[src/b64enc_pkg.sv]
// ----------------------------------------------------------------------------
// b64enc_pkg: shared types and helpers for the base64 stream encoder
// Group record passed from the byte collector to the character serializer,
// queue sizing, and the base64 alphabet lookup.
// ----------------------------------------------------------------------------
package b64enc_pkg;

   localparam int QUEUE_DEPTH = 2;
   localparam int QPTR_W      = $clog2(QUEUE_DEPTH);
   localparam int QCNT_W      = $clog2(QUEUE_DEPTH + 1);

   localparam logic [7:0] PAD_CHAR = 8'h3D;

   // Number of real bytes in a group (1..3).
   localparam logic [1:0] NVALID_ONE   = 2'd1;
   localparam logic [1:0] NVALID_TWO   = 2'd2;
   localparam logic [1:0] NVALID_THREE = 2'd3;

   // Position of a character within its group of four.
   localparam logic [1:0] CHAR_POS_0 = 2'd0;
   localparam logic [1:0] CHAR_POS_1 = 2'd1;
   localparam logic [1:0] CHAR_POS_2 = 2'd2;
   localparam logic [1:0] CHAR_POS_3 = 2'd3;

   typedef struct packed {
      logic [7:0] b0;
      logic [7:0] b1;
      logic [7:0] b2;
      logic [1:0] nvalid;
   } group_type;

   typedef struct packed {
      logic full;
      logic empty;
   } queue_status_type;

   // Standard alphabet: A-Z, a-z, 0-9, '+', '/'.
   function automatic logic [7:0] alphabet(input logic [5:0] v);
      logic [7:0] c;
      if (v < 6'd26) begin
         c = 8'h41 + {2'b00, v};
      end else if (v < 6'd52) begin
         c = 8'h61 + ({2'b00, v} - 8'd26);
      end else if (v < 6'd62) begin
         c = 8'h30 + ({2'b00, v} - 8'd52);
      end else if (v == 6'd62) begin
         c = 8'h2B;
      end else begin
         c = 8'h2F;
      end
      return c;
   endfunction

   // Character at position pos of a group, with padding applied.
   function automatic logic [7:0] group_char(input group_type g, input logic [1:0] pos);
      logic [5:0] sextet;
      logic       pad;
      sextet = 6'd0;
      pad    = 1'b0;
      case (pos)
         CHAR_POS_0: sextet = g.b0[7:2];
         CHAR_POS_1: sextet = {g.b0[1:0], g.b1[7:4]};
         CHAR_POS_2: begin
            sextet = {g.b1[3:0], g.b2[7:6]};
            pad    = (g.nvalid < NVALID_TWO);
         end
         default: begin
            sextet = g.b2[5:0];
            pad    = (g.nvalid < NVALID_THREE);
         end
      endcase
      return pad ? PAD_CHAR : alphabet(sextet);
   endfunction

endpackage

[src/b64enc_front.sv]
// ----------------------------------------------------------------------------
// b64enc_front: byte collector
// Accepts bytes, holds up to two pending bytes and pushes a complete or
// flushed group into the queue.
// ----------------------------------------------------------------------------
module b64enc_front (
   input  logic                          clock,
   input  logic                          reset,
   input  logic                          req_valid,
   output logic                          req_stall,
   input  logic [7:0]                    req_data_byte,
   input  logic                          req_last,
   input  b64enc_pkg::queue_status_type  queue_status,
   output logic                          push,
   output b64enc_pkg::group_type         push_group
);

   logic [15:0] held_bytes_ff, held_bytes_in;
   logic [1:0]  held_count_ff, held_count_in;
   logic        accept;

   assign req_stall = queue_status.full;
   assign accept    = req_valid && !req_stall;

   always_comb begin
      held_bytes_in = held_bytes_ff;
      held_count_in = held_count_ff;
      push          = 1'b0;
      push_group    = '0;
      if (accept) begin
         case (held_count_ff)
            2'd2: begin
               push          = 1'b1;
               push_group    = '{b0: held_bytes_ff[15:8], b1: held_bytes_ff[7:0],
                                 b2: req_data_byte, nvalid: b64enc_pkg::NVALID_THREE};
               held_bytes_in = '0;
               held_count_in = 2'd0;
            end
            2'd1: begin
               if (req_last) begin
                  push          = 1'b1;
                  push_group    = '{b0: held_bytes_ff[15:8], b1: req_data_byte,
                                    b2: 8'd0, nvalid: b64enc_pkg::NVALID_TWO};
                  held_bytes_in = '0;
                  held_count_in = 2'd0;
               end else begin
                  held_bytes_in = {held_bytes_ff[15:8], req_data_byte};
                  held_count_in = 2'd2;
               end
            end
            default: begin
               if (req_last) begin
                  push          = 1'b1;
                  push_group    = '{b0: req_data_byte, b1: 8'd0,
                                    b2: 8'd0, nvalid: b64enc_pkg::NVALID_ONE};
                  held_bytes_in = '0;
                  held_count_in = 2'd0;
               end else begin
                  held_bytes_in = {req_data_byte, 8'd0};
                  held_count_in = 2'd1;
               end
            end
         endcase
      end
   end

   always_ff @(posedge clock) begin
      if (reset) begin
         held_bytes_ff <= '0;
         held_count_ff <= '0;
      end else begin
         held_bytes_ff <= held_bytes_in;
         held_count_ff <= held_count_in;
      end
   end

endmodule

[src/b64enc_queue.sv]
// ----------------------------------------------------------------------------
// b64enc_queue: group queue
// Short first-in first-out buffer of group records between collector and
// serializer.
// ----------------------------------------------------------------------------
module b64enc_queue (
   input  logic                          clock,
   input  logic                          reset,
   input  logic                          push,
   input  b64enc_pkg::group_type         push_group,
   input  logic                          pop,
   output b64enc_pkg::group_type         pop_group,
   output b64enc_pkg::queue_status_type  status
);

   b64enc_pkg::group_type                 entry_ff [b64enc_pkg::QUEUE_DEPTH];
   logic [b64enc_pkg::QPTR_W-1:0]          wr_ptr_ff, wr_ptr_in;
   logic [b64enc_pkg::QPTR_W-1:0]          rd_ptr_ff, rd_ptr_in;
   logic [b64enc_pkg::QCNT_W-1:0]          count_ff, count_in;
   logic                                   do_push, do_pop;

   assign status.full  = (count_ff == b64enc_pkg::QCNT_W'(b64enc_pkg::QUEUE_DEPTH));
   assign status.empty = (count_ff == '0);
   assign do_push      = push && !status.full;
   assign do_pop       = pop && !status.empty;
   assign pop_group    = entry_ff[rd_ptr_ff];

   always_comb begin
      wr_ptr_in = do_push ? wr_ptr_ff + 1'b1 : wr_ptr_ff;
      rd_ptr_in = do_pop  ? rd_ptr_ff + 1'b1 : rd_ptr_ff;
      count_in  = count_ff;
      if (do_push && !do_pop) begin
         count_in = count_ff + 1'b1;
      end else if (do_pop && !do_push) begin
         count_in = count_ff - 1'b1;
      end
   end

   always_ff @(posedge clock) begin
      if (do_push) begin
         entry_ff[wr_ptr_ff] <= push_group;
      end
   end

   always_ff @(posedge clock) begin
      if (reset) begin
         wr_ptr_ff <= '0;
         rd_ptr_ff <= '0;
         count_ff  <= '0;
      end else begin
         wr_ptr_ff <= wr_ptr_in;
         rd_ptr_ff <= rd_ptr_in;
         count_ff  <= count_in;
      end
   end

endmodule

[src/b64enc_back.sv]
// ----------------------------------------------------------------------------
// b64enc_back: character serializer
// Takes one group at a time from the queue and emits its four characters
// through a registered output stage.
// ----------------------------------------------------------------------------
module b64enc_back (
   input  logic                          clock,
   input  logic                          reset,
   input  b64enc_pkg::queue_status_type  queue_status,
   input  b64enc_pkg::group_type         pop_group,
   output logic                          pop,
   output logic                          rsp_valid,
   input  logic                          rsp_stall,
   output logic [7:0]                    rsp_out_char,
   output logic                          rsp_last_char
);

   b64enc_pkg::group_type group_ff, group_in;
   logic                  busy_ff, busy_in;
   logic [1:0]            pos_ff, pos_in;
   logic                  rsp_valid_ff, rsp_valid_in;
   logic [7:0]            rsp_out_char_ff, rsp_out_char_in;
   logic                  rsp_last_char_ff, rsp_last_char_in;
   logic                  out_free;
   logic                  group_done;

   assign out_free   = !rsp_valid_ff || !rsp_stall;
   assign group_done = !busy_ff || (pos_ff == b64enc_pkg::CHAR_POS_3);
   assign pop        = out_free && group_done && !queue_status.empty;

   always_comb begin
      group_in         = group_ff;
      busy_in          = busy_ff;
      pos_in           = pos_ff;
      rsp_valid_in     = rsp_valid_ff;
      rsp_out_char_in  = rsp_out_char_ff;
      rsp_last_char_in = rsp_last_char_ff;
      if (out_free) begin
         rsp_valid_in = busy_ff;
         if (busy_ff) begin
            rsp_out_char_in  = b64enc_pkg::group_char(group_ff, pos_ff);
            rsp_last_char_in = (pos_ff == b64enc_pkg::CHAR_POS_3);
            pos_in           = pos_ff + 1'b1;
         end
         if (group_done) begin
            busy_in  = !queue_status.empty;
            group_in = pop_group;
            pos_in   = b64enc_pkg::CHAR_POS_0;
         end
      end
   end

   always_ff @(posedge clock) begin
      group_ff         <= group_in;
      rsp_out_char_ff  <= rsp_out_char_in;
      rsp_last_char_ff <= rsp_last_char_in;
   end

   always_ff @(posedge clock) begin
      if (reset) begin
         busy_ff      <= 1'b0;
         pos_ff       <= '0;
         rsp_valid_ff <= 1'b0;
      end else begin
         busy_ff      <= busy_in;
         pos_ff       <= pos_in;
         rsp_valid_ff <= rsp_valid_in;
      end
   end

   assign rsp_valid     = rsp_valid_ff;
   assign rsp_out_char  = rsp_out_char_ff;
   assign rsp_last_char = rsp_last_char_ff;

endmodule

[src/base64_stream_encoder.sv]
// ----------------------------------------------------------------------------
// base64_stream_encoder: streaming base64 encoder (standard alphabet)
// Path: a completed or flushed group is written to the queue, loaded into the
//   group register, then its first character is registered on the output
//   (back side idle); the other three follow one per cycle while not stalled.
// Throughput: one byte per cycle while the group queue has room; sustained
//   rate is set by the one-character output port, four characters per group.
// Reset: synchronous, active high; clears pending bytes, queue and output.
// ----------------------------------------------------------------------------
module base64_stream_encoder (
   input  logic       clock,
   input  logic       reset,
   // byte transactions
   input  logic       req_valid,
   output logic       req_stall,
   input  logic [7:0] req_data_byte,
   input  logic       req_last,
   // character transactions
   output logic       rsp_valid,
   input  logic       rsp_stall,
   output logic [7:0] rsp_out_char,
   output logic       rsp_last_char
);

   // Front side: collect bytes into groups of up to three.
   // Queue: hold finished groups so the front keeps taking bytes while the
   //        back side drains characters.
   // Back side: turn each group into four characters, padding with '='.

   b64enc_pkg::queue_status_type queue_status;
   b64enc_pkg::group_type        push_group;
   b64enc_pkg::group_type        pop_group;
   logic                         push;
   logic                         pop;

   b64enc_front u_front (
      .clock         (clock),
      .reset         (reset),
      .req_valid     (req_valid),
      .req_stall     (req_stall),
      .req_data_byte (req_data_byte),
      .req_last      (req_last),
      .queue_status  (queue_status),
      .push          (push),
      .push_group    (push_group)
   );

   b64enc_queue u_queue (
      .clock      (clock),
      .reset      (reset),
      .push       (push),
      .push_group (push_group),
      .pop        (pop),
      .pop_group  (pop_group),
      .status     (queue_status)
   );

   b64enc_back u_back (
      .clock         (clock),
      .reset         (reset),
      .queue_status  (queue_status),
      .pop_group     (pop_group),
      .pop           (pop),
      .rsp_valid     (rsp_valid),
      .rsp_stall     (rsp_stall),
      .rsp_out_char  (rsp_out_char),
      .rsp_last_char (rsp_last_char)
   );

endmodule

[config.mk]
export PLATFORM = sky130hd
export DESIGN_NAME = base64_stream_encoder
export DESIGN_NICKNAME = d
export VERILOG_FILES = /design/src/b64enc_pkg.sv /design/src/b64enc_front.sv /design/src/b64enc_queue.sv /design/src/b64enc_back.sv /design/src/base64_stream_encoder.sv
export SDC_FILE = /design/constraint.sdc
export NUM_CORES = 1
export LEC_CHECK = 0
export ABC_AREA = 1
export ABC_CLOCK_PERIOD_IN_PS = 3600
export BUFFER_PORTS_ARGS = -buffer_cell sky130_fd_sc_hd__buf_2
export CAP_MARGIN = 15
export CORE_UTILIZATION = 47
export CTS_CLUSTER_SIZE = 14
export DETAILED_ROUTE_END_ITERATION = 7
export PLACE_DENSITY = 0.77
export SLEW_MARGIN = 20
export SYNTH_ARGS = -nofsm -noshare
export SYNTH_HDL_FRONTEND = slang
export SYNTH_SLANG_ARGS = --single-unit
[constraint.sdc]
create_clock -name clock -period 3.6 [get_ports clock]
set_input_delay 0.72 -clock clock [delete_from_list [all_inputs] [get_ports clock]]
set_output_delay 0.72 -clock clock [all_outputs]
set_load 0.02 [all_outputs]
# == Yosys cells after proc, flatten, opt, wreduce, memory -nomap -nowiden ==
# Memory sizes are Yosys's and may differ from the RTL's. A register that Yosys moved wholly into a read port is not among the register bits.
# Index checks and enable logic that the tools add are counted.
# classes
eq_ne,8
magnitude_cmp,5
n_mux,29
n_reduce_logical,25
add_sub_neg,10
# ops
operator,count
26-bit 2-to-1 mux,3
26-bit case mux with 2 select lines,1
16-bit 2-to-1 mux,2
16-bit case mux with 2 select lines,1
8-bit 2-to-1 mux,3
6-bit case mux with 3 select lines,1
6-bit less-than comparator (second input constant),2
6-bit 2-to-1 mux,2
2-bit 2-to-1 mux,5
6-bit by 8-bit adder with 8-bit output (first input constant),1
7-bit by 6-bit adder with 8-bit output (first input constant),1
7-bit by 8-bit adder with 8-bit output (first input constant),1
2-bit == test (second input constant),4
1-bit 2-to-1 mux,8
2-bit AND reduction,4
1-bit logical AND,7
1-bit logical NOT,7
6-bit by 5-bit subtractor with 7-bit output (second input constant),1
6-bit by 6-bit subtractor with 7-bit output (second input constant),1
6-bit == test (second input constant),1
6-bit by 5-bit less-than comparator with 1-bit output (second input constant),1
2-bit by 1-bit adder with 2-bit output (second input constant),2
2-bit by 1-bit == test with 1-bit output (second input constant),2
2-bit logical NOT,2
10 further kinds,14
# totals
elab_cells,89
n_memories,1
ramBits,52
regBits,35
# mem_list
name,words,word_bits,read_ports,rd_clocked_by_memory_dff,write_ports,line_no,rtl
u_queue.entry_ff,2,26,1,1,1,b64enc_queue.sv:16,b64enc_pkg::group_type entry_ff [b64enc_pkg::QUEUE_DEPTH];

# == Longest topological paths before layout ==
# depth
ltp_word,9
mapped_depth,16
depth_no_buf,16

# == By module ==
# From an unflattened synthesis, not the netlist that was laid out.
# hier_totals
hier_cells,506
area_unflattened_um2,5469.0
# by_module_without_submodules
mod,area_per_inst_um2,n_inst,cells_per_inst,seq_area_each_um2
b64enc_queue,2233.4,1,118,1661.6
b64enc_back,2001.9,1,202,1131.1
b64enc_front,1233.7,1,186,360.3

# == Worst setup path before layout ==
# Ideal clock, no wire load.
# synth_path
path_kind,input-to-reg
from,input rsp_stall
to,register u_queue.count_ff[1] (netlist name)
n_path_buf,0
slack_ns,0.177
required_ns,3.478
stages,9
t_arrival_ns,3.301
path_cell_list,nand2_1 inv_1 nor2_1 o21ai_0 ha_1 a21oi_1 o21ai_0 o21ai_0 a21oi_1
# synth_between
elab_chain_cells,8
elab_cells_between_ends,10
classes_between,1 x mux; 9 x reduce/logical
# synth_rtl
element,line_no,rtl
"start, declared",base64_stream_encoder.sv:20,"input logic rsp_stall,"
1-bit logical NOT *,b64enc_back.sv:27,assign out_free = !rsp_valid_ff || !rsp_stall;
1-bit logical OR *,b64enc_back.sv:27,
1-bit logical AND * (2 in a row),b64enc_back.sv:29,assign pop = out_free && group_done && !queue_status.empty;
1-bit logical AND *,b64enc_queue.sv:25,assign do_pop = pop && !status.empty;
1-bit logical NOT,b64enc_queue.sv:32,if (do_push && !do_pop) begin
1-bit logical AND,b64enc_queue.sv:32,
2-bit 2-to-1 mux / 2-bit nonzero test (equally long branches),n/a,
"end signal, assigned",b64enc_queue.sv:53,count_ff <= count_in;
"end, declared",b64enc_queue.sv:19,"logic [b64enc_pkg::QCNT_W-1:0] count_ff, count_in;"
# Every way passes the cells marked *; elsewhere a longest branch is shown, timed or not.
# A chain may end at the register's enable or synchronous reset.

# == Worst setup path after layout ==
# layout_path
from,register u_queue.count_ff[1] (netlist name)
to,register u_queue.count_ff[1] (netlist name)
# layout_between
elab_chain_cells,8
elab_cells_between_ends,18
classes_between,2 x add/sub; 1 x eq/ne; 3 x mux; 12 x reduce/logical
# layout_rtl
element,line_no,rtl
2-bit == test *,b64enc_queue.sv:22,assign status.full = (count_ff == b64enc_pkg::QCNT_W'(b64enc_pkg::QUEUE_DEPTH));
1-bit logical NOT *,"b64enc_front.sv:23, b64enc_queue.sv:24",
1-bit logical AND,b64enc_front.sv:23,assign accept = req_valid && !req_stall;
1-bit 2-to-1 mux,b64enc_front.sv:30,if (accept) begin
1-bit logical AND *,b64enc_queue.sv:24,assign do_push = push && !status.full;
named net u_queue.do_push,b64enc_queue.sv:20,"logic do_push, do_pop;"
1-bit logical NOT,b64enc_queue.sv:34,end else if (do_pop && !do_push) begin
1-bit logical AND,b64enc_queue.sv:34,
2-bit nonzero test (no line),n/a,
# Mark *: on every way through the listed nets, which the timed path passes. The rest lies on a longest branch. The select of a mux whose other input is x is not followed.

==> run metrics <==
Hold WC Path Type flip-flop to flip-flop; # rows 37; drt initial violations 260; Area Growth Syn to Fin 16.7%; postcts setup bufs 0; # setup viols final 0; Resized cells post-CTS 0; Least-Margin Pin Slew 0.898 ns; Final period util 78.0%; Max Root-Sink Buffers 2; CP Class flip-flop to flip-flop; EDFF count, synth 87; Synthesized Nets 543; Final Power 5.39 mW; Die Wd 106 um; CP Data Arrival Time between 3 and 4 ns; Post-DRT Antenna Nets 0; Critical Path Most Common Cell inv_1; Routed WL 9.85 mm; Tot GR Track Use 19.1%; Die Y-Extent around 110 um; Max Fclk 356 MHz; Layout Nets around 570; cell at the slowest stage of the critical path o21ai_2; critical path startpoint category flip-flop; Port-buffer cells 23; Area contributors post-synth edfxtp_1, nand2_1, dfxtp_1, a21oi_1, inv_1; sequential area share after synthesis 61.3%; peak supply drop between 0.4 and 0.5 mV; Yosys reg bits 113; Max FO, Critical Path 23; share of flip-flops with an asynchronous set or reset 0%; Power Density 904 mW/mm^2; H-tree level count 4; first-pass GRT wire length 16.4 mm; status completed; area of the die 0.0113 mm^2; area leader, netlist edfxtp_1; Overflow after GRT 0; Initial Util 49.1%; DP Area 0.00537 mm^2; routability cong. 0.947; hold buffer count at CTS 0; synth warn 0; RSZ-0062 raised after global routing false; drt first pass iters 5; Met3 Routed Length 587 um; Worst setup EP type flip-flop; Leak approximately 2.4 nW; layout cells sized above 1 15.5%; wl on met1 4.10 mm; Slew HR between 40% and 50%; final worst slack 0.791 ns; Clock transition at path regs approximately 0.060 ns; Mean Syn Cell Area 9.87 um^2; largest net degree at the start of global routing 29; DRC 0; Synth Cell Area slightly above 0.005 mm^2; Worst Skew 0.00776 ns; max-slew violations 0; Final Cell Area 0.00596 mm^2; vias in the first global route approximately 3,600; most common flop cell mapped by yosys edfxtp_1; pre-CTS worst setup slack 0.778 ns; uppermost routed layer met4; met2 wire len 4.93 mm; # diodes 0; TritonCTS clock tree yes; HPWL Detailed ~6.7 mm; I/O pin cnt 24; clock sinks roughly 110; post-synth top area share 51.1%; clk_lat worst skew 0.51 ns; Max Cap Viol 0; Via density around 5.2; worst endpoint required time ~4.0 ns; Cell variety after synth 40; Final min period 2.81 ns; core outline area approximately 0.010 mm^2; DR vias 3,641; CP Cell Sequence inv_1 > o21ai_2 > inv_1 > nand2_1 > inv_1 > ha_1 > a21oi_1 > o21ai_0 > o21ai_0 > a21oi_1; Synth Instances 518; CTS Buf Count 17; CP peak stage delay 0.70 ns; initial antenna violation count 0; total negative slack 0 ns; Avg WL per Cell roughly 14 um; Root Driver clkbuf_8; final hold violation count 0
sequential cells by signal, indices dropped and copies added, names as in the netlist:
| signal | count |
|---|---|
| u_queue.rd_ptr_ff | 1 |
| u_back.pos_ff | 2 |
| u_queue.entry_ff | 52 |
| u_front.held_count_ff | 2 |
| u_queue.wr_ptr_ff | 1 |
| u_back.busy_ff | 1 |
| u_queue.count_ff | 2 |
| u_back.rsp_last_char | 1 |
| u_back.rsp_valid | 1 |
| u_back.rsp_out_char | 8 |
| u_front.held_bytes_ff | 16 |
| u_back.group_ff | 26 |
per-stage QoR:
step | utilization [%] | hold WS [ns] | instances
2_1_floorplan | - | 0.428 | 518
3_3_place_gp | 51.5 | 0.458 | 665
3_5_place_dp | 51.5 | 0.457 | 665
4_1_cts | 57.3 | 0.471 | 697
5_1_grt | 57.3 | 0.508 | 697
6_report | 57.3 | 0.471 | 697
layer usage:
metal	up-vias	GRT usage (%)
met5	-	0
met4	0	10.1
met3	24	5.15
met2	149	32.1
met1	1654	22.3
li1	1814	-
cells by family (layout without fill, tap and decap cells):
| kind of cell | count (synthesis) | in the layout | synth area share (%) |
|---|---|---|---|
| DFF | 113 | 113 | 61.3 |
| buffers and inverters | 65 | 108 | 4.97 |
| AOI/OAI and AO/OA | 81 | 81 | 9.74 |
| adders and majority gates | 12 | 12 | 2.94 |
| xor gates and xnor gates | 5 | 5 | 0.857 |
| and+or+nand+nor | 242 | 242 | 20.2 |
path summary, 6_finish.rpt:
check                                         start                                     end  slack (ns)  cells after the start
max reg2reg        u_queue.count_ff[1]$_SDFFE_PP0P_        u_queue.count_ff[1]$_SDFFE_PP0P_        0.79                     10
min reg2reg  u_front.held_bytes_ff[13]$_SDFFE_PP0P_  u_front.held_bytes_ff[13]$_SDFFE_PP0P_        0.47                      2
max                u_queue.count_ff[1]$_SDFFE_PP0P_        u_queue.count_ff[1]$_SDFFE_PP0P_        0.79                     10
min          u_front.held_bytes_ff[13]$_SDFFE_PP0P_  u_front.held_bytes_ff[13]$_SDFFE_PP0P_        0.47                      2
Yosys cell counts (2+ instances only):
cell and number:
or2_2 2, xor2_1 3, xnor2_1 2, clkbuf_1 13, buf_2 2, a31oi_1 2
nand4_1 12, inv_2 4, o21ai_2 3, nand2_2 4, clkinv_1 2, nand2_4 3
edfxtp_1 87, a21oi_1 36, o21ai_0 22, inv_1 42, nor3_1 2, nand2_1 158
nand3_1 20, o22ai_1 2, a211oi_1 4, o21ai_4 2, o32ai_1 2, nor2_1 35
ha_1 12, nor2_2 3, dfxtp_1 26
cell type report:
cell class	instances	area (um^2)
fill	859	4450
sequential	113	3130
multi-input combinational	340	1730
clock buffer	17	414
clock inverter	15	181
inverter	48	180
tap	136	170
timing repair buffer	28	153
layout by cell type, fill, tap and decap left out, types with 2 or more instances in the layout:
cell type,synthesis,routed
a211oi_1,4,4
a21oi_1,36,36
a31oi_1,2,2
buf_2,2,23
buf_4,0,5
bufinv_16,0,3
clkbuf_16,0,16
clkinv_1,2,4
clkinv_4,0,2
clkinvlp_4,0,3
dfxtp_1,26,26
edfxtp_1,87,87
ha_1,12,12
inv_1,42,42
inv_2,4,4
inv_6,0,5
nand2_1,158,158
nand2_2,4,4
nand2_4,3,3
nand3_1,20,20
nand4_1,12,12
nor2_1,35,32
nor2_2,3,6
nor3_1,2,2
o21ai_0,22,22
o21ai_2,3,3
o21ai_4,2,2
o22ai_1,2,2
o32ai_1,2,2
or2_2,2,2
xnor2_1,2,2
xor2_1,3,3
worst max-delay path, delay by kind of cell, from the launching register on:
family / cells / cell delay, ns
AND/OR/NAND/NOR: 1 / 0.26
flip-flops: 1 / 0.33
AO/OA/AOI/OAI: 5 / 1.16
adder cells (fa/ha/maj): 1 / 0.30
buffers and inverters: 3 / 0.65
where the power goes:
| part | switching (mW) | total [mW] | internal [mW] |
|---|---|---|---|
| Sequential | 0.0984 | 1.95 | 1.86 |
| Clock | 0.604 | 1.66 | 1.06 |
| Combinational | 1.21 | 1.77 | 0.566 |
| Total | 1.91 | 5.39 | 3.48 |
No activity file was read; power rests on OpenSTA's default activity.
